--- src/rtl/window_median_filter_assert.svh ---
// ----------------------------------------------------------------------------
// Assertion macros for the window median filter
// Shared checks that assert one property, reported through $error.
// ----------------------------------------------------------------------------
`ifndef WINDOW_MEDIAN_FILTER_ASSERT_SVH
`define WINDOW_MEDIAN_FILTER_ASSERT_SVH

// The consequent must hold in the same cycle as the antecedent.
`define WMF_CHECK(label, clk, rst, ante, cons, msg) \
  label: assert property (@(posedge clk) disable iff (rst) (ante) |-> (cons)) else $error(msg);

// The consequent must hold in the cycle after the antecedent.
`define WMF_CHECK_NEXT(label, clk, rst, ante, cons, msg) \
  label: assert property (@(posedge clk) disable iff (rst) (ante) |=> (cons)) else $error(msg);

`endif

--- src/rtl/wmf_pkg.sv ---
// ----------------------------------------------------------------------------
// wmf_pkg
// Constants and codes shared by the window median filter modules.
// ----------------------------------------------------------------------------
package wmf_pkg;

  localparam int CFG_W          = 11;
  localparam int CFG_IDX_W      = 1;
  localparam int PIX_W          = 8;
  localparam int DEF_WINDOW     = 3;
  localparam int DEF_MAX_WIDTH  = 1024;
  localparam int DEF_MAX_HEIGHT = 1024;
  localparam int RESET_DIM      = 1024;
  localparam int QUEUE_DEPTH    = 4;

  typedef enum logic {
    OP_PIXEL = 1'b0,
    OP_DRAIN = 1'b1
  } opcode_t;

  typedef enum logic [CFG_IDX_W-1:0] {
    REG_WIDTH  = 1'b0,
    REG_HEIGHT = 1'b1
  } reg_index_t;

endpackage

--- src/rtl/wmf_back.sv ---
// ----------------------------------------------------------------------------
// wmf_back
// Rank-based median of a masked window, three stages to the output register.
// ----------------------------------------------------------------------------
`include "window_median_filter_assert.svh"

module wmf_back #(
  parameter int WINDOW = wmf_pkg::DEF_WINDOW
) (
  input  logic                                         clk,
  input  logic                                         rst,
  input  logic                                         q_valid,
  input  logic [WINDOW*WINDOW*(wmf_pkg::PIX_W+1):0]    q_data,
  output logic                                         q_pop,
  output logic                                         m_tvalid,
  input  logic                                         m_tready,
  output logic [wmf_pkg::PIX_W-1:0]                    m_tdata,
  output logic                                         m_tlast
);

  localparam int NWIN = WINDOW * WINDOW;
  localparam int NW   = $clog2(NWIN + 1);
  localparam int PX   = wmf_pkg::PIX_W;

  logic en;

  logic [NWIN*PX-1:0] in_vals;
  logic [NWIN-1:0]    in_mask;
  logic               in_last;
  logic [NWIN-1:0]    lt [NWIN];
  logic [NW-1:0]      cnt;

  logic               b_valid, b_last;
  logic [NWIN*PX-1:0] b_vals;
  logic [NWIN-1:0]    b_mask;
  logic [NWIN-1:0]    b_lt [NWIN];
  logic [NW-1:0]      b_k;
  logic [NW-1:0]      rank [NWIN];

  logic               c_valid, c_last;
  logic [NWIN*PX-1:0] c_vals;
  logic [NWIN-1:0]    c_mask;
  logic [NW-1:0]      c_rank [NWIN];
  logic [NW-1:0]      c_k;
  logic [NWIN-1:0]    sel;
  logic [PX-1:0]      med;

  assign en    = !m_tvalid || m_tready;
  assign q_pop = en && q_valid;
  assign in_vals = q_data[NWIN*PX-1:0];
  assign in_mask = q_data[NWIN*PX +: NWIN];
  assign in_last = q_data[NWIN*(PX+1)];

  // Element i ranks above every valid element that is smaller, or equal and
  // earlier, so each valid element gets a distinct rank.
  always_comb begin
    cnt = '0;
    for (int i = 0; i < NWIN; i++) begin
      cnt = cnt + NW'(in_mask[i]);
      for (int j = 0; j < NWIN; j++) begin
        lt[i][j] = in_mask[j] && (j != i) &&
                   ((in_vals[j*PX +: PX] < in_vals[i*PX +: PX]) ||
                    ((in_vals[j*PX +: PX] == in_vals[i*PX +: PX]) && (j < i)));
      end
    end
  end

  always_comb begin
    for (int i = 0; i < NWIN; i++) begin
      rank[i] = '0;
      for (int j = 0; j < NWIN; j++) rank[i] = rank[i] + NW'(b_lt[i][j]);
    end
  end

  always_comb begin
    med = '0;
    for (int i = 0; i < NWIN; i++) begin
      sel[i] = c_mask[i] && (c_rank[i] == c_k);
      if (sel[i]) med = med | c_vals[i*PX +: PX];
    end
  end

  always_ff @(posedge clk) begin
    if (rst) begin
      b_valid  <= 1'b0;
      c_valid  <= 1'b0;
      m_tvalid <= 1'b0;
    end else if (en) begin
      b_valid  <= q_pop;
      c_valid  <= b_valid;
      m_tvalid <= c_valid;
    end
  end

  always_ff @(posedge clk) begin
    if (en) begin
      b_vals <= in_vals;
      b_mask <= in_mask;
      b_last <= in_last;
      b_k    <= cnt >> 1;
      for (int i = 0; i < NWIN; i++) b_lt[i] <= lt[i];
      c_vals <= b_vals;
      c_mask <= b_mask;
      c_last <= b_last;
      c_k    <= b_k;
      for (int i = 0; i < NWIN; i++) c_rank[i] <= rank[i];
      m_tdata <= med;
      m_tlast <= c_last;
    end
  end

  `WMF_CHECK(a_sel_unique, clk, rst, c_valid, $onehot0(sel), "several window elements share the median rank")
  `WMF_CHECK(a_sel_found, clk, rst, c_valid && (|c_mask), $onehot(sel), "no window element has the median rank")

endmodule

--- config.mk ---
export PLATFORM = sky130hd
export DESIGN_NAME = wmf_back
export DESIGN_NICKNAME = d
export VERILOG_FILES = /design/src/rtl/wmf_pkg.sv /design/src/rtl/wmf_back.sv
export VERILOG_INCLUDE_DIRS = /design/src /design/src/rtl
export SDC_FILE = /design/constraint.sdc
export NUM_CORES = 1
export LEC_CHECK = 0
export BUFFER_PORTS_ARGS = -buffer_cell sky130_fd_sc_hd__buf_4
export CORE_UTILIZATION = 34
export DETAILED_ROUTE_END_ITERATION = 10
export PLACE_DENSITY = 0.47
export SYNTH_ARGS = -nofsm -noshare
export SYNTH_HDL_FRONTEND = slang
export SYNTH_SLANG_ARGS = --single-unit
--- constraint.sdc ---
create_clock -name clk -period 31.5 [get_ports clk]
set_input_delay 3.15 -clock clk [delete_from_list [all_inputs] [get_ports clk]]
set_output_delay 3.15 -clock clk [all_outputs]
set_load 0.01 [all_outputs]
==> impl_metrics.yaml <==
route:
  final_antenna_net_count: 0
  vias: 11600
  drt_iter0_drc: 845
  wl_um: 52200
  wl_per_cell_um: 23.4
  drt_pass1_iterations: 5
  via_per_inst: 5.22
  drc: 0
setup_path:
  reg2reg_slack_ns: 28.50
  critPathRequiredTime_ns: 28.35
  critPathLaunchType: "primary input"
  startpoint: "m_tready"
  cp-end-kind: "output pin"
  max_stage_delay_ns: 0.48
  slowest_stage: "nand2b_4"
  cp_common_cell: "buf_4"
  cp_cell_sequence: "buf_4, nand2b_4, and2_1, buf_4"
  critPathBufInv: 2
  critPathArrivalTime_ns: 4.25
  path_class: "in2out"
  crit_family: "simple AND/OR/NAND/NOR gates"
  r2r-start: "b_lt[0][1]$_DFFE_PN_"
  critPathMaxFanout: 61
logic_synthesis:
  synth_warnings: 0
  synth_xor_area_frac: 0.0181
  synth_ff_type: "edfxtp_1"
  netlist.area_leader.share: 0.482
  synthesis.area_sq_um: 17900
  ys_top_cells_by_count: "ha_1, edfxtp_1, inv_1"
  synth_compound_area_frac: 0.104
  async_reset_ff_frac: 0
  synth_edf_count: 287
  synth_fa_ha_area_frac: 0.267
  ys_top_cells_by_area: "edfxtp_1, ha_1, fa_1"
  yosysMostFrequentCell: "ha_1"
  yosys.area_share.simple: 0.0878
  synth.avg_cell_area_sq_um: 12.9
  synthMuxAreaShare: 0.00112
  synth_top_family_by_area: "adder cells"
  synthCells: 1387
  syn-num-nets: 1831
  yosysSeqAreaShare: 0.485
  synth_cell_type_count: 43
  ys_seq_elements: 290
  yosys.area.top_type: "edfxtp_1"
die:
  die_w_um: 231
  rows: 83
  start_util: 0.347
  design.core.area_sq_um: 51600
  fp.dieH_um: 231
  die_area_sq_um: 53500
  ioPinCount: 97
global_routing:
  overflow: 0
  grt_pass1_wl_um: 77500
  antenna_found_initial: 2
  first_global_vias: 12100
  grt_max_degree: 80
  grt_use_total: 0.201
pwr:
  ir_drop_uv: 31.7
  pwr-share-seq: 0.413
  power_density_nw_per_um2: 60.6
  comb_power_share: 0.260
  pwr-share-clk: 0.327
  p_int_uw: 867
  total_leakage_power_uw: 0.00918
  p_sw_uw: 385
  switching_share: 0.307
placed_design:
  port-buffer-count: 96
  place_hpwl_um: 39500
  place_congestion: 0.826
  place_area_sq_um: 19500
clock_tree:
  htree_num_levels: 2
  clk_latency_ns: 0.55
  cts_setup_buffers: 0
  path_clk_slew_ns: 0.06
  clock_sinks: 290
  cts.repair.resized: 0
  hold_buffers: 0
  numCtsBuffers: 34
  cts_max_path_buffers: 3
  clock-root-buffer: "clkbuf_16"
  cts_tree: "done"
hold_path:
  min_from: "b_vals[25]$_DFFE_PN_"
  hold_class: "reg2reg"
sta:
  finClkSkew_ns: 0.0196
  worst_pin_slew_ns: 1.19
  setup_tns_ns: 0
  period_needed_ns: 7.40
  max_freq_ghz: 0.135
  setup_viol: 0
  max_slew_margin: 0.199
  rsz0062_at_grt: "no"
  period_share: 0.235
  hold_viol_final: 0
  drv_slew: 0
cells_and_area:
  n_antenna_cell: 0
  syn2layout_area_growth_pct: 15.5
  final_area_sq_um: 20700
  drive_gt1_frac: 0.110
  nets: 1968
  postLayoutCoreUtil: 0.400
  nFillCells: 4870
job:
  cap_violations: 0
status:
  status: "finished, final reports clean"
## worst register-to-register path: cells and delay by family, from the launching register on
family | cells | cell delay (ns)
flops | 1 | 0.42
fa+ha+maj | 5 | 2.08
xor+xnor | 1 | 0.15
buf+inv | 2 | 0.11
## logic make-up (layout without fill, tap and decap cells)
logic type / Yosys count / count (layout)
simple gates: 254 / 254
compound gates: 276 / 276
flops: 290 / 290
buf+inv: 170 / 332
mux: 2 / 2
fa+ha+maj: 358 / 358
xor+xnor: 37 / 37
## state kept, by name, summed over array words and instances, names as in the netlist
| register | flops |
|---|---|
| b_lt | 72 |
| b_vals | 72 |
| c_vals | 72 |
| c_rank | 36 |
| b_mask | 9 |
| c_mask | 9 |
| m_tdata | 8 |
| b_k | 3 |
| c_k | 3 |
| b_last | 1 |
| b_valid | 1 |
| c_last | 1 |
| c_valid | 1 |
| m_tlast | 1 |
| m_tvalid | 1 |
## final cells by class
class | count | area (sq um) | area share
Timing Repair Buffer | 105 | 788 | 0.0382
Tap cell | 680 | 851 | 0.0412
Clock inverter | 22 | 264 | 0.0128
Multi-Input combinational cell | 927 | 8560 | 0.414
Clock buffer | 39 | 891 | 0.0431
Sequential cell | 290 | 8680 | 0.420
Inverter | 166 | 623 | 0.0302
## cells in the final DEF (no fill, tap or decap), types with 10 or more instances in the layout
cell / Yosys / routed
a21o_1: 42 / 42
a21oi_1: 109 / 109
a22o_1: 10 / 10
xor2_1: 20 / 20
fa_1: 40 / 40
nand3_1: 16 / 16
nand2_1: 10 / 10
nor2_1: 47 / 47
clkbuf_16: 0 / 35
ha_1: 318 / 318
inv_1: 165 / 165
and2_1: 30 / 30
o211ai_1: 24 / 24
nand4_1: 59 / 59
edfxtp_1: 287 / 287
o21ai_0: 11 / 11
buf_4: 0 / 105
xnor2_1: 17 / 17
nor2b_1: 63 / 63
o32ai_1: 24 / 24
nand2b_1: 11 / 10
## worst paths after layout
path                            end  cells past startpoint
min            c_vals[25]$_DFFE_PN_                      0
max reg2reg  c_rank[0][2]$_DFFE_PN_                      8
min reg2reg    c_vals[25]$_DFFE_PN_                      0
max                           q_pop                      4
## through the flow
| step | std cells | total power (uW) | setup WS [ns] | hold WS, ns |
|---|---|---|---|---|
| after floorplan | 1387 | 726 | 16.43 | 0.400 |
| after global placement | 2168 | 849 | 24.06 | 0.400 |
| after detailed placement | 2168 | 856 | 24.06 | 0.405 |
| after CTS | 2229 | 1270 | 24.06 | 0.415 |
| after global routing | 2229 | 1320 | 23.98 | 0.417 |
| final | 2229 | 1250 | 24.10 | 0.412 |
## power by group through the flow
stage,sequential (uW),combinational (uW),clock (uW)
3_3_place_gp,526,324,0
3_5_place_dp,526,330,0
6_report,517,325,410
4_1_cts,519,332,419
2_1_floorplan,516,209,0
5_1_grt,523,367,434
## routing by layer
layer / track usage / wire [um] / vias up
li1: - / - / 5536
met1: 0.277 / 24100 / 5803
met2: 0.324 / 24100 / 238
met3: 0.0301 / 2320 / 62
met4: 0.0639 / 1590 / 2
met5: 0 / 13 / -
Note: power is estimated with default switching activity, not from simulation.
