`config.mk`:
```
export PLATFORM = sky130hd
export DESIGN_NAME = wmf_queue
export DESIGN_NICKNAME = d
export VERILOG_FILES = /design/src/rtl/wmf_pkg.sv /design/src/rtl/wmf_queue.sv
export VERILOG_INCLUDE_DIRS = /design/src /design/src/rtl
export SDC_FILE = /design/constraint.sdc
export NUM_CORES = 1
export LEC_CHECK = 0
export BUFFER_PORTS_ARGS = -buffer_cell sky130_fd_sc_hd__buf_2
export CAP_MARGIN = 10
export CORE_MARGIN = 2
export CORE_UTILIZATION = 49
export DETAILED_ROUTE_END_ITERATION = 10
export MAX_ROUTING_LAYER = met4
export PLACE_DENSITY = 0.8
export SLEW_MARGIN = 20
export SYNTH_ARGS = -nofsm -noshare
export SYNTH_HDL_FRONTEND = slang
export SYNTH_SLANG_ARGS = --single-unit
export TNS_END_PERCENT = 20
```
`constraint.sdc`:
```
create_clock -name clk -period 1.5 [get_ports clk]
set_input_delay 0.375 -clock clk [delete_from_list [all_inputs] [get_ports clk]]
set_output_delay 0.375 -clock clk [all_outputs]
set_load 0.01 [all_outputs]
```
`src/rtl/window_median_filter_assert.svh`:
```
// ----------------------------------------------------------------------------
// Assertion macros for the window median filter
// Shared checks that assert one property, reported through $error.
// ----------------------------------------------------------------------------
`ifndef WINDOW_MEDIAN_FILTER_ASSERT_SVH
`define WINDOW_MEDIAN_FILTER_ASSERT_SVH

// The consequent must hold in the same cycle as the antecedent.
`define WMF_CHECK(label, clk, rst, ante, cons, msg) \
  label: assert property (@(posedge clk) disable iff (rst) (ante) |-> (cons)) else $error(msg);

// The consequent must hold in the cycle after the antecedent.
`define WMF_CHECK_NEXT(label, clk, rst, ante, cons, msg) \
  label: assert property (@(posedge clk) disable iff (rst) (ante) |=> (cons)) else $error(msg);

`endif

```
`src/rtl/wmf_pkg.sv`:
```
// ----------------------------------------------------------------------------
// wmf_pkg
// Constants and codes shared by the window median filter modules.
// ----------------------------------------------------------------------------
package wmf_pkg;

  localparam int CFG_W          = 11;
  localparam int CFG_IDX_W      = 1;
  localparam int PIX_W          = 8;
  localparam int DEF_WINDOW     = 3;
  localparam int DEF_MAX_WIDTH  = 1024;
  localparam int DEF_MAX_HEIGHT = 1024;
  localparam int RESET_DIM      = 1024;
  localparam int QUEUE_DEPTH    = 4;

  typedef enum logic {
    OP_PIXEL = 1'b0,
    OP_DRAIN = 1'b1
  } opcode_t;

  typedef enum logic [CFG_IDX_W-1:0] {
    REG_WIDTH  = 1'b0,
    REG_HEIGHT = 1'b1
  } reg_index_t;

endpackage

```
`src/rtl/wmf_queue.sv`:
```
// ----------------------------------------------------------------------------
// wmf_queue
// Short queue of gathered windows between the front and the back.
// ----------------------------------------------------------------------------
`include "window_median_filter_assert.svh"

module wmf_queue #(
  parameter int DEPTH = wmf_pkg::QUEUE_DEPTH,
  parameter int DW    = 8
) (
  input  logic                       clk,
  input  logic                       rst,
  input  logic                       push,
  input  logic [DW-1:0]              push_data,
  input  logic                       pop,
  output logic                       head_valid,
  output logic [DW-1:0]              head_data,
  output logic [$clog2(DEPTH+1)-1:0] used
);

  localparam int PW = $clog2(DEPTH);

  logic [DW-1:0] entry [DEPTH];
  logic [PW-1:0] wptr, rptr;

  always_ff @(posedge clk) begin
    if (rst) begin
      wptr <= '0;
      rptr <= '0;
      used <= '0;
    end else begin
      if (push) wptr <= (wptr == PW'(DEPTH - 1)) ? '0 : wptr + PW'(1);
      if (pop)  rptr <= (rptr == PW'(DEPTH - 1)) ? '0 : rptr + PW'(1);
      if (push && !pop)      used <= used + 1'b1;
      else if (pop && !push) used <= used - 1'b1;
    end
  end

  always_ff @(posedge clk) begin
    if (push) entry[wptr] <= push_data;
  end

  assign head_valid = used != '0;
  assign head_data  = entry[rptr];

  `WMF_CHECK(a_no_overflow, clk, rst, used == ($clog2(DEPTH+1))'(DEPTH), !push || pop, "queue overflow")

endmodule

```
==> impl_metrics.json, run 1 <==
{
  "status": "complete, but fails checks",
  "violations": "setup timing",
  "path_clk_slew_ns": 0.12,
  "post_drt_via_cell_ratio": 4.964,
  "utilization": 0.6350,
  "die_area_um2": 3725,
  "synth_edf_count": 32,
  "cellInternalPower_mw": 1.649,
  "syn2layout_area_growth_pct": 22.61,
  "drt_wl_total_um": 2442,
  "cts_setup_buffers": 0,
  "clkPwrFrac": 0.236,
  "fin_crit_ns": 1.849,
  "switching_share": 0.2406,
  "cts_buffers": 5,
  "finalCritPeriodShare": 1.233,
  "synth_ff_type": "edfxtp_1",
  "postPlaceCellArea_um2": 1858,
  "syn_nets": 105,
  "synth.area.top_cells": "edfxtp_1 (60%), dfxtp_1 (11%), mux4_2 (11%)",
  "path_cells": "buf_12, mux4_2, buf_6",
  "clock-root-buffer": "clkbuf_4",
  "place_ws_ns": -0.2822,
  "synth_top_area_share": 0.6028,
  "fmax_mhz": 540.7,
  "async_reset_ff_frac": 0,
  "gp_congestion": 0.7002,
  "irDropWorstVdd_uv": 660.9,
  "io_pins": 24,
  "grt_pass1_vias": 875,
  "postCtsResizedCells": 5,
  "pwr-share-seq": 0.609,
  "setup_violations": 9,
  "max_stage_delay_ns": 0.52,
  "antenna_found_initial": 0,
  "cp_data_required_time_ns": 1.12,
  "finClkSkew_ns": 0.007120,
  "critPathBufInv": 2,
  "cap_violations": 0,
  "initial_core_util": 0.5179,
  "reg2reg_from": "used[0]",
  "grt_max_degree": 14,
  "synth.avg_cell_area_um2": 18.54,
  "drc": 0,
  "cts_tree": "done",
  "tightestPinTransition_ns": 0.1486,
  "start_kind": "register",
  "worst_slack_ns": -0.3494,
  "slew_viol_final": 0,
  "path_delay_family": "multiplexers",
  "synth_seq_cells": 41,
  "maxSlewHeadroom": 0.8981,
  "clock-sinks": 41,
  "power_density_nw_per_um2": 1111,
  "critPathMaxFanout": 8,
  "power_frac_comb": 0.155,
  "overflow": 0,
  "yosys_warnings": 0,
  "crit_type": "register to output port",
  "rows": 20,
  "finalHoldViolCount": 0,
  "fin_setup_tns_ns": -2.755,
  "cpMaxStageDelayCell": "mux4_2",
  "p_sw_mw": 0.5227,
  "p_leak_nw": 0.7412,
  "route.vias.total": 834,
  "dr.pass1.iters": 4,
  "die_w_um": 61.04,
  "synth_most_common_cell": "edfxtp_1",
  "coreArea_um2": 3078,
  "htreeDepth": 2,
  "clk_latency_ns": 0.34,
  "multi_input_area_um2": 432.9,
  "drt_iter0_drc": 16,
  "syn_area_um2": 1594,
  "fillers": 231,
  "io_buffers": 23,
  "whs_ns": 0.2411,
  "seq_area_um2": 1145,
  "synth_largest_area_cell": "edfxtp_1",
  "grt_pass1_wl_um": 3995,
  "synthTopCellsByCount": "edfxtp_1 (32), dfxtp_1 (9), mux4_2 (8), ha_1 (6), nor2_1 (6)",
  "antenna_left": 0,
  "diodes": 0,
  "hold_buffers": 0,
  "grt_usage": 0.1657,
  "dp_hpwl_um": 1761,
  "design_area_um2": 1954,
  "crit_arrival_ns": 1.47,
  "netlist_instances": 86,
  "finalNetCount": 142,
  "drive_gt1_frac": 0.4435,
  "clockBufferDepth": 2,
  "hold_class": "input port to register",
  "grt_setup_unrepaired": "yes",
  "wire_per_inst_um": 14.54,
  "cp-end-kind": "output port",
  "min_from": "push_data[7]",
  "die_y_um": 61.04,
  "ys_seq_area_frac": 0.7159,
  "netlist-cell-type-count": 16
}
[per-layer routing]
layer | vias to the layer above | track usage | routed length (um)
li1 | 397 | - | -
met1 | 413 | 0.1833 | 1007
met5 | - | - | 0
met4 | 0 | 0.06522 | 17
met3 | 2 | 0.06933 | 117
met2 | 22 | 0.2660 | 1299
[worst register-to-register path, cell delays in order (launching register included)]
cell,delay [ns]
dfxtp_2,0.36
fa_2,0.38
xor2_1,0.17
or3_1,0.31
a21oi_1,0.13
[power groups by stage]
stage | combinational, mW | clock (mW) | sequential [mW]
final | 0.337 | 0.513 | 1.32
after global routing | 0.373 | 0.583 | 1.33
after CTS | 0.322 | 0.541 | 1.32
after floorplan | 0.174 | 0 | 1.34
after global placement | 0.297 | 0 | 1.34
after detailed placement | 0.310 | 0 | 1.35
[cell families (layout without fill, tap and decap cells)]
logic type	Yosys count	in the layout	synth area share
flops	41	41	0.7159
simple gates	14	14	0.04709
mux	11	11	0.1319
fa+ha+maj	7	7	0.05965
buf+inv	7	45	0.02198
compound gates	4	4	0.01255
xor+xnor	2	2	0.01099
[cell type report]
type / count / share of cell area
Clock buffer: 5 / 0.01921
Clock inverter: 3 / 0.008963
Inverter: 5 / 0.01088
Multi-Input combinational cell: 38 / 0.2215
Sequential cell: 41 / 0.5858
Tap cell: 44 / 0.02817
Timing Repair Buffer: 32 / 0.1255
[metrics by stage]
stage                     power (mW)  instances
final                          2.172        168
after global placement         1.637        160
after floorplan                1.518         86
after detailed placement       1.657        160
after global routing           2.286        168
after CTS                      2.186        168
[placed cells by master, fill, tap and decap left out, types with 4 or more instances in the layout]
cell	n
buf_4	7
mux4_2	8
nor2_1	6
buf_2	17
and2_1	4
dfxtp_1	6
buf_6	6
edfxtp_1	32
clkbuf_4	5
ha_1	5
[registers in the layout (all words and copies together) (netlist names), named ones only]
signal / flops
wptr: 2
rptr: 2
entry: 32
used: 3
[final timing paths]
path | to | slack [ns] | cells past startpoint
min | entry[0][7] | 0.24 | 1
min reg2reg | used[2] | 0.53 | 2
max reg2reg | used[2] | 0.08 | 4
max | head_data[4] | -0.35 | 3
Note: power is estimated with default switching activity, not from simulation.
==> inputs of run 2 (changes only) <==
--- a/config.mk
+++ b/config.mk
@@ -9,10 +9,10 @@
 export BUFFER_PORTS_ARGS = -buffer_cell sky130_fd_sc_hd__buf_2
 export CAP_MARGIN = 10
 export CORE_MARGIN = 2
-export CORE_UTILIZATION = 49
+export CORE_UTILIZATION = 54
 export DETAILED_ROUTE_END_ITERATION = 10
 export MAX_ROUTING_LAYER = met4
-export PLACE_DENSITY = 0.8
+export PLACE_DENSITY = 0.83
 export SLEW_MARGIN = 20
 export SYNTH_ARGS = -nofsm -noshare
 export SYNTH_HDL_FRONTEND = slang
==> constraint.sdc (replaced) <==
create_clock -name clk -period 2 [get_ports clk]
set_input_delay 0.5 -clock clk [delete_from_list [all_inputs] [get_ports clk]]
set_output_delay 0.5 -clock clk [all_outputs]
set_load 0.01 [all_outputs]
==> impl_metrics.json, run 2 (same netlist as run 1, synthesis figures left out) <==
{
  "violations": "setup timing",
  "hold_class": "input port to register",
  "slew_viol_final": 0,
  "use_met1": 0.1913,
  "p_total_mw": 1.781,
  "grt_pass1_vias": 838,
  "critPathMaxFanout": 8,
  "max_stage_delay_ns": 0.52,
  "clkPwrFrac": 0.316,
  "cp.depth": 3,
  "p_sw_mw": 0.4001,
  "diodes": 0,
  "cp_data_required_time_ns": 1.50,
  "die_area_um2": 3402,
  "die_w_um": 58.33,
  "path_clk_slew_ns": 0.12,
  "postPlaceCellArea_um2": 1739,
  "clockBufferDepth": 2,
  "htreeDepth": 2,
  "fin_crit_ns": 2.018,
  "grtUsageMet3": 0.06813,
  "hold_depth": 1,
  "largest_reg_flops": 32,
  "dr.pass1.iters": 2,
  "finalHoldViolCount": 0,
  "io_pins": 24,
  "seq_area_um2": 1142,
  "switching_share": 0.2247,
  "antenna_left": 0,
  "setup_violations": 4,
  "final_common_cell": "edfxtp_1",
  "fillers": 184,
  "critPathBufInv": 2,
  "reg_top3": "entry x32, used x3",
  "min_from": "push_data[2]",
  "drt_iter0_drc": 10,
  "drc": 0,
  "pwr-share-seq": 0.559,
  "rows": 19,
  "cellInternalPower_mw": 1.381,
  "cap_violations": 0,
  "place_ws_ns": 0.02499,
  "cpMaxStageDelayCell": "mux4_2",
  "antenna_found_initial": 0,
  "fmax_mhz": 495.6,
  "irDropWorstVdd_uv": 730.8,
  "coreArea_um2": 2781,
  "rr_worst_depth": 4,
  "io_buffers": 23,
  "clock-sinks": 41,
  "syn2layout_area_growth_pct": 17.43,
  "grt_usage": 0.1741,
  "path_delay_family": "multiplexers",
  "crit_type": "register to output port",
  "final_cell_mix": "edfxtp_1 (32), buf_2 (18), mux4_2 (8), dfxtp_1 (8)",
  "clk_latency_ns": 0.35,
  "whs_ns": 0.3586,
  "overflow": 0,
  "worst_slack_ns": -0.01788,
  "path_cells": "buf_12, mux4_2, buf_6",
  "reg2reg_from": "used[0]",
  "power_frac_comb": 0.125,
  "use_met2": 0.2889,
  "top_register": "entry",
  "finClkSkew_ns": 0.01500,
  "cp-end-kind": "output port",
  "tightestPinTransition_ns": 0.4460,
  "multi_input_area_um2": 417.9,
  "finalNetCount": 134,
  "crit_arrival_ns": 1.52,
  "rrSetupSlack_ns": 0.52,
  "cts_tree": "done",
  "grt_most_used_layer": "met2",
  "maxSlewHeadroom": 0.7027,
  "grt_setup_unrepaired": "yes",
  "clock-root-buffer": "clkbuf_4",
  "grt_max_degree": 14,
  "grt_pass1_wl_um": 3891,
  "r2r-end": "used[2]",
  "wire_per_inst_um": 17.02,
  "finalCritPeriodShare": 1.009,
  "start_kind": "register",
  "hold_end": "entry[3][2]",
  "p_leak_nw": 0.7136,
  "design_area_um2": 1872,
  "route.vias.total": 814,
  "drt_wl_total_um": 2502,
  "gp_congestion": 0.6745,
  "die_y_um": 58.33,
  "cts_setup_buffers": 0,
  "post_drt_via_cell_ratio": 5.537,
  "dp_hpwl_um": 1770,
  "power_density_nw_per_um2": 951.5,
  "drive_gt1_frac": 0.3534,
  "cts_buffers": 5,
  "status": "complete, but fails checks",
  "initial_core_util": 0.5731
}
## run 2: cell count changes in the layout (fill, tap and decap cells not counted), sizes merged
cell and delta:
clkinv -2, buf -8, inv +1, clkinvlp -1
clkbuf +1, bufinv +1
## run 2: area by class of cell
type | count | share of cell area
inverter | 5 | 0.01003
tap | 31 | 0.02072
multi-input combinational | 38 | 0.2233
sequential | 41 | 0.6103
clock inverter | 2 | 0.01938
clock buffer | 6 | 0.02741
timing repair buffer | 24 | 0.08890
## run 2: repair_timing
item	CTS	global route
gates cloned	0	0
hold buffers	0	0
hold endpoints to repair	0	0
resized for setup	4	5
setup endpoints to repair	8	8
## run 2: power groups by stage
stage | Combinational (mW) | Sequential, mW | Clock [mW]
finish | 0.222 | 0.995 | 0.563
global route | 0.242 | 1.00 | 0.605
CTS | 0.210 | 0.996 | 0.571
detailed placement | 0.203 | 1.01 | 0
global placement | 0.191 | 1.01 | 0
floorplan | 0.126 | 1.01 | 0
## run 2: worst register-to-register path: cells and delay by family, from the launching register on
kind            cells  cell delay [ns]
fa+ha+maj           1             0.44
flops               1             0.38
simple gates        1             0.31
xor+xnor            1             0.16
compound gates      1             0.14
## run 2: worst max-delay path by stage
stage,from,endpoint,slack [ns]
global route,register,head_data[6],-0.06
CTS,register,head_data[3],-0.04
finish,register,head_data[3],-0.02
global placement,pop,used[2],0.1
floorplan,pop,used[2],0.24
detailed placement,pop,used[2],0.02
## run 2: metrics by stage
| stage | instances | utilization | setup TNS, ns |
|---|---|---|---|
| 6_report | 147 | 0.6730 | -0.02759 |
| 5_1_grt | 147 | 0.6730 | -0.4358 |
| 4_1_cts | 147 | 0.6622 | -0.1559 |
| 3_5_place_dp | 139 | 0.6253 | 0 |
| 3_3_place_gp | 139 | 0.6253 | 0 |
| 2_1_floorplan | 86 | - | 0 |
## run 2: per-layer routing
layer,vias up,routed length (um),part of all wire
met1,398,1070,0.43
met5,-,0,0
met4,0,19,0.0076
met2,30,1273,0.51
li1,382,-,-
met3,4,138,0.055
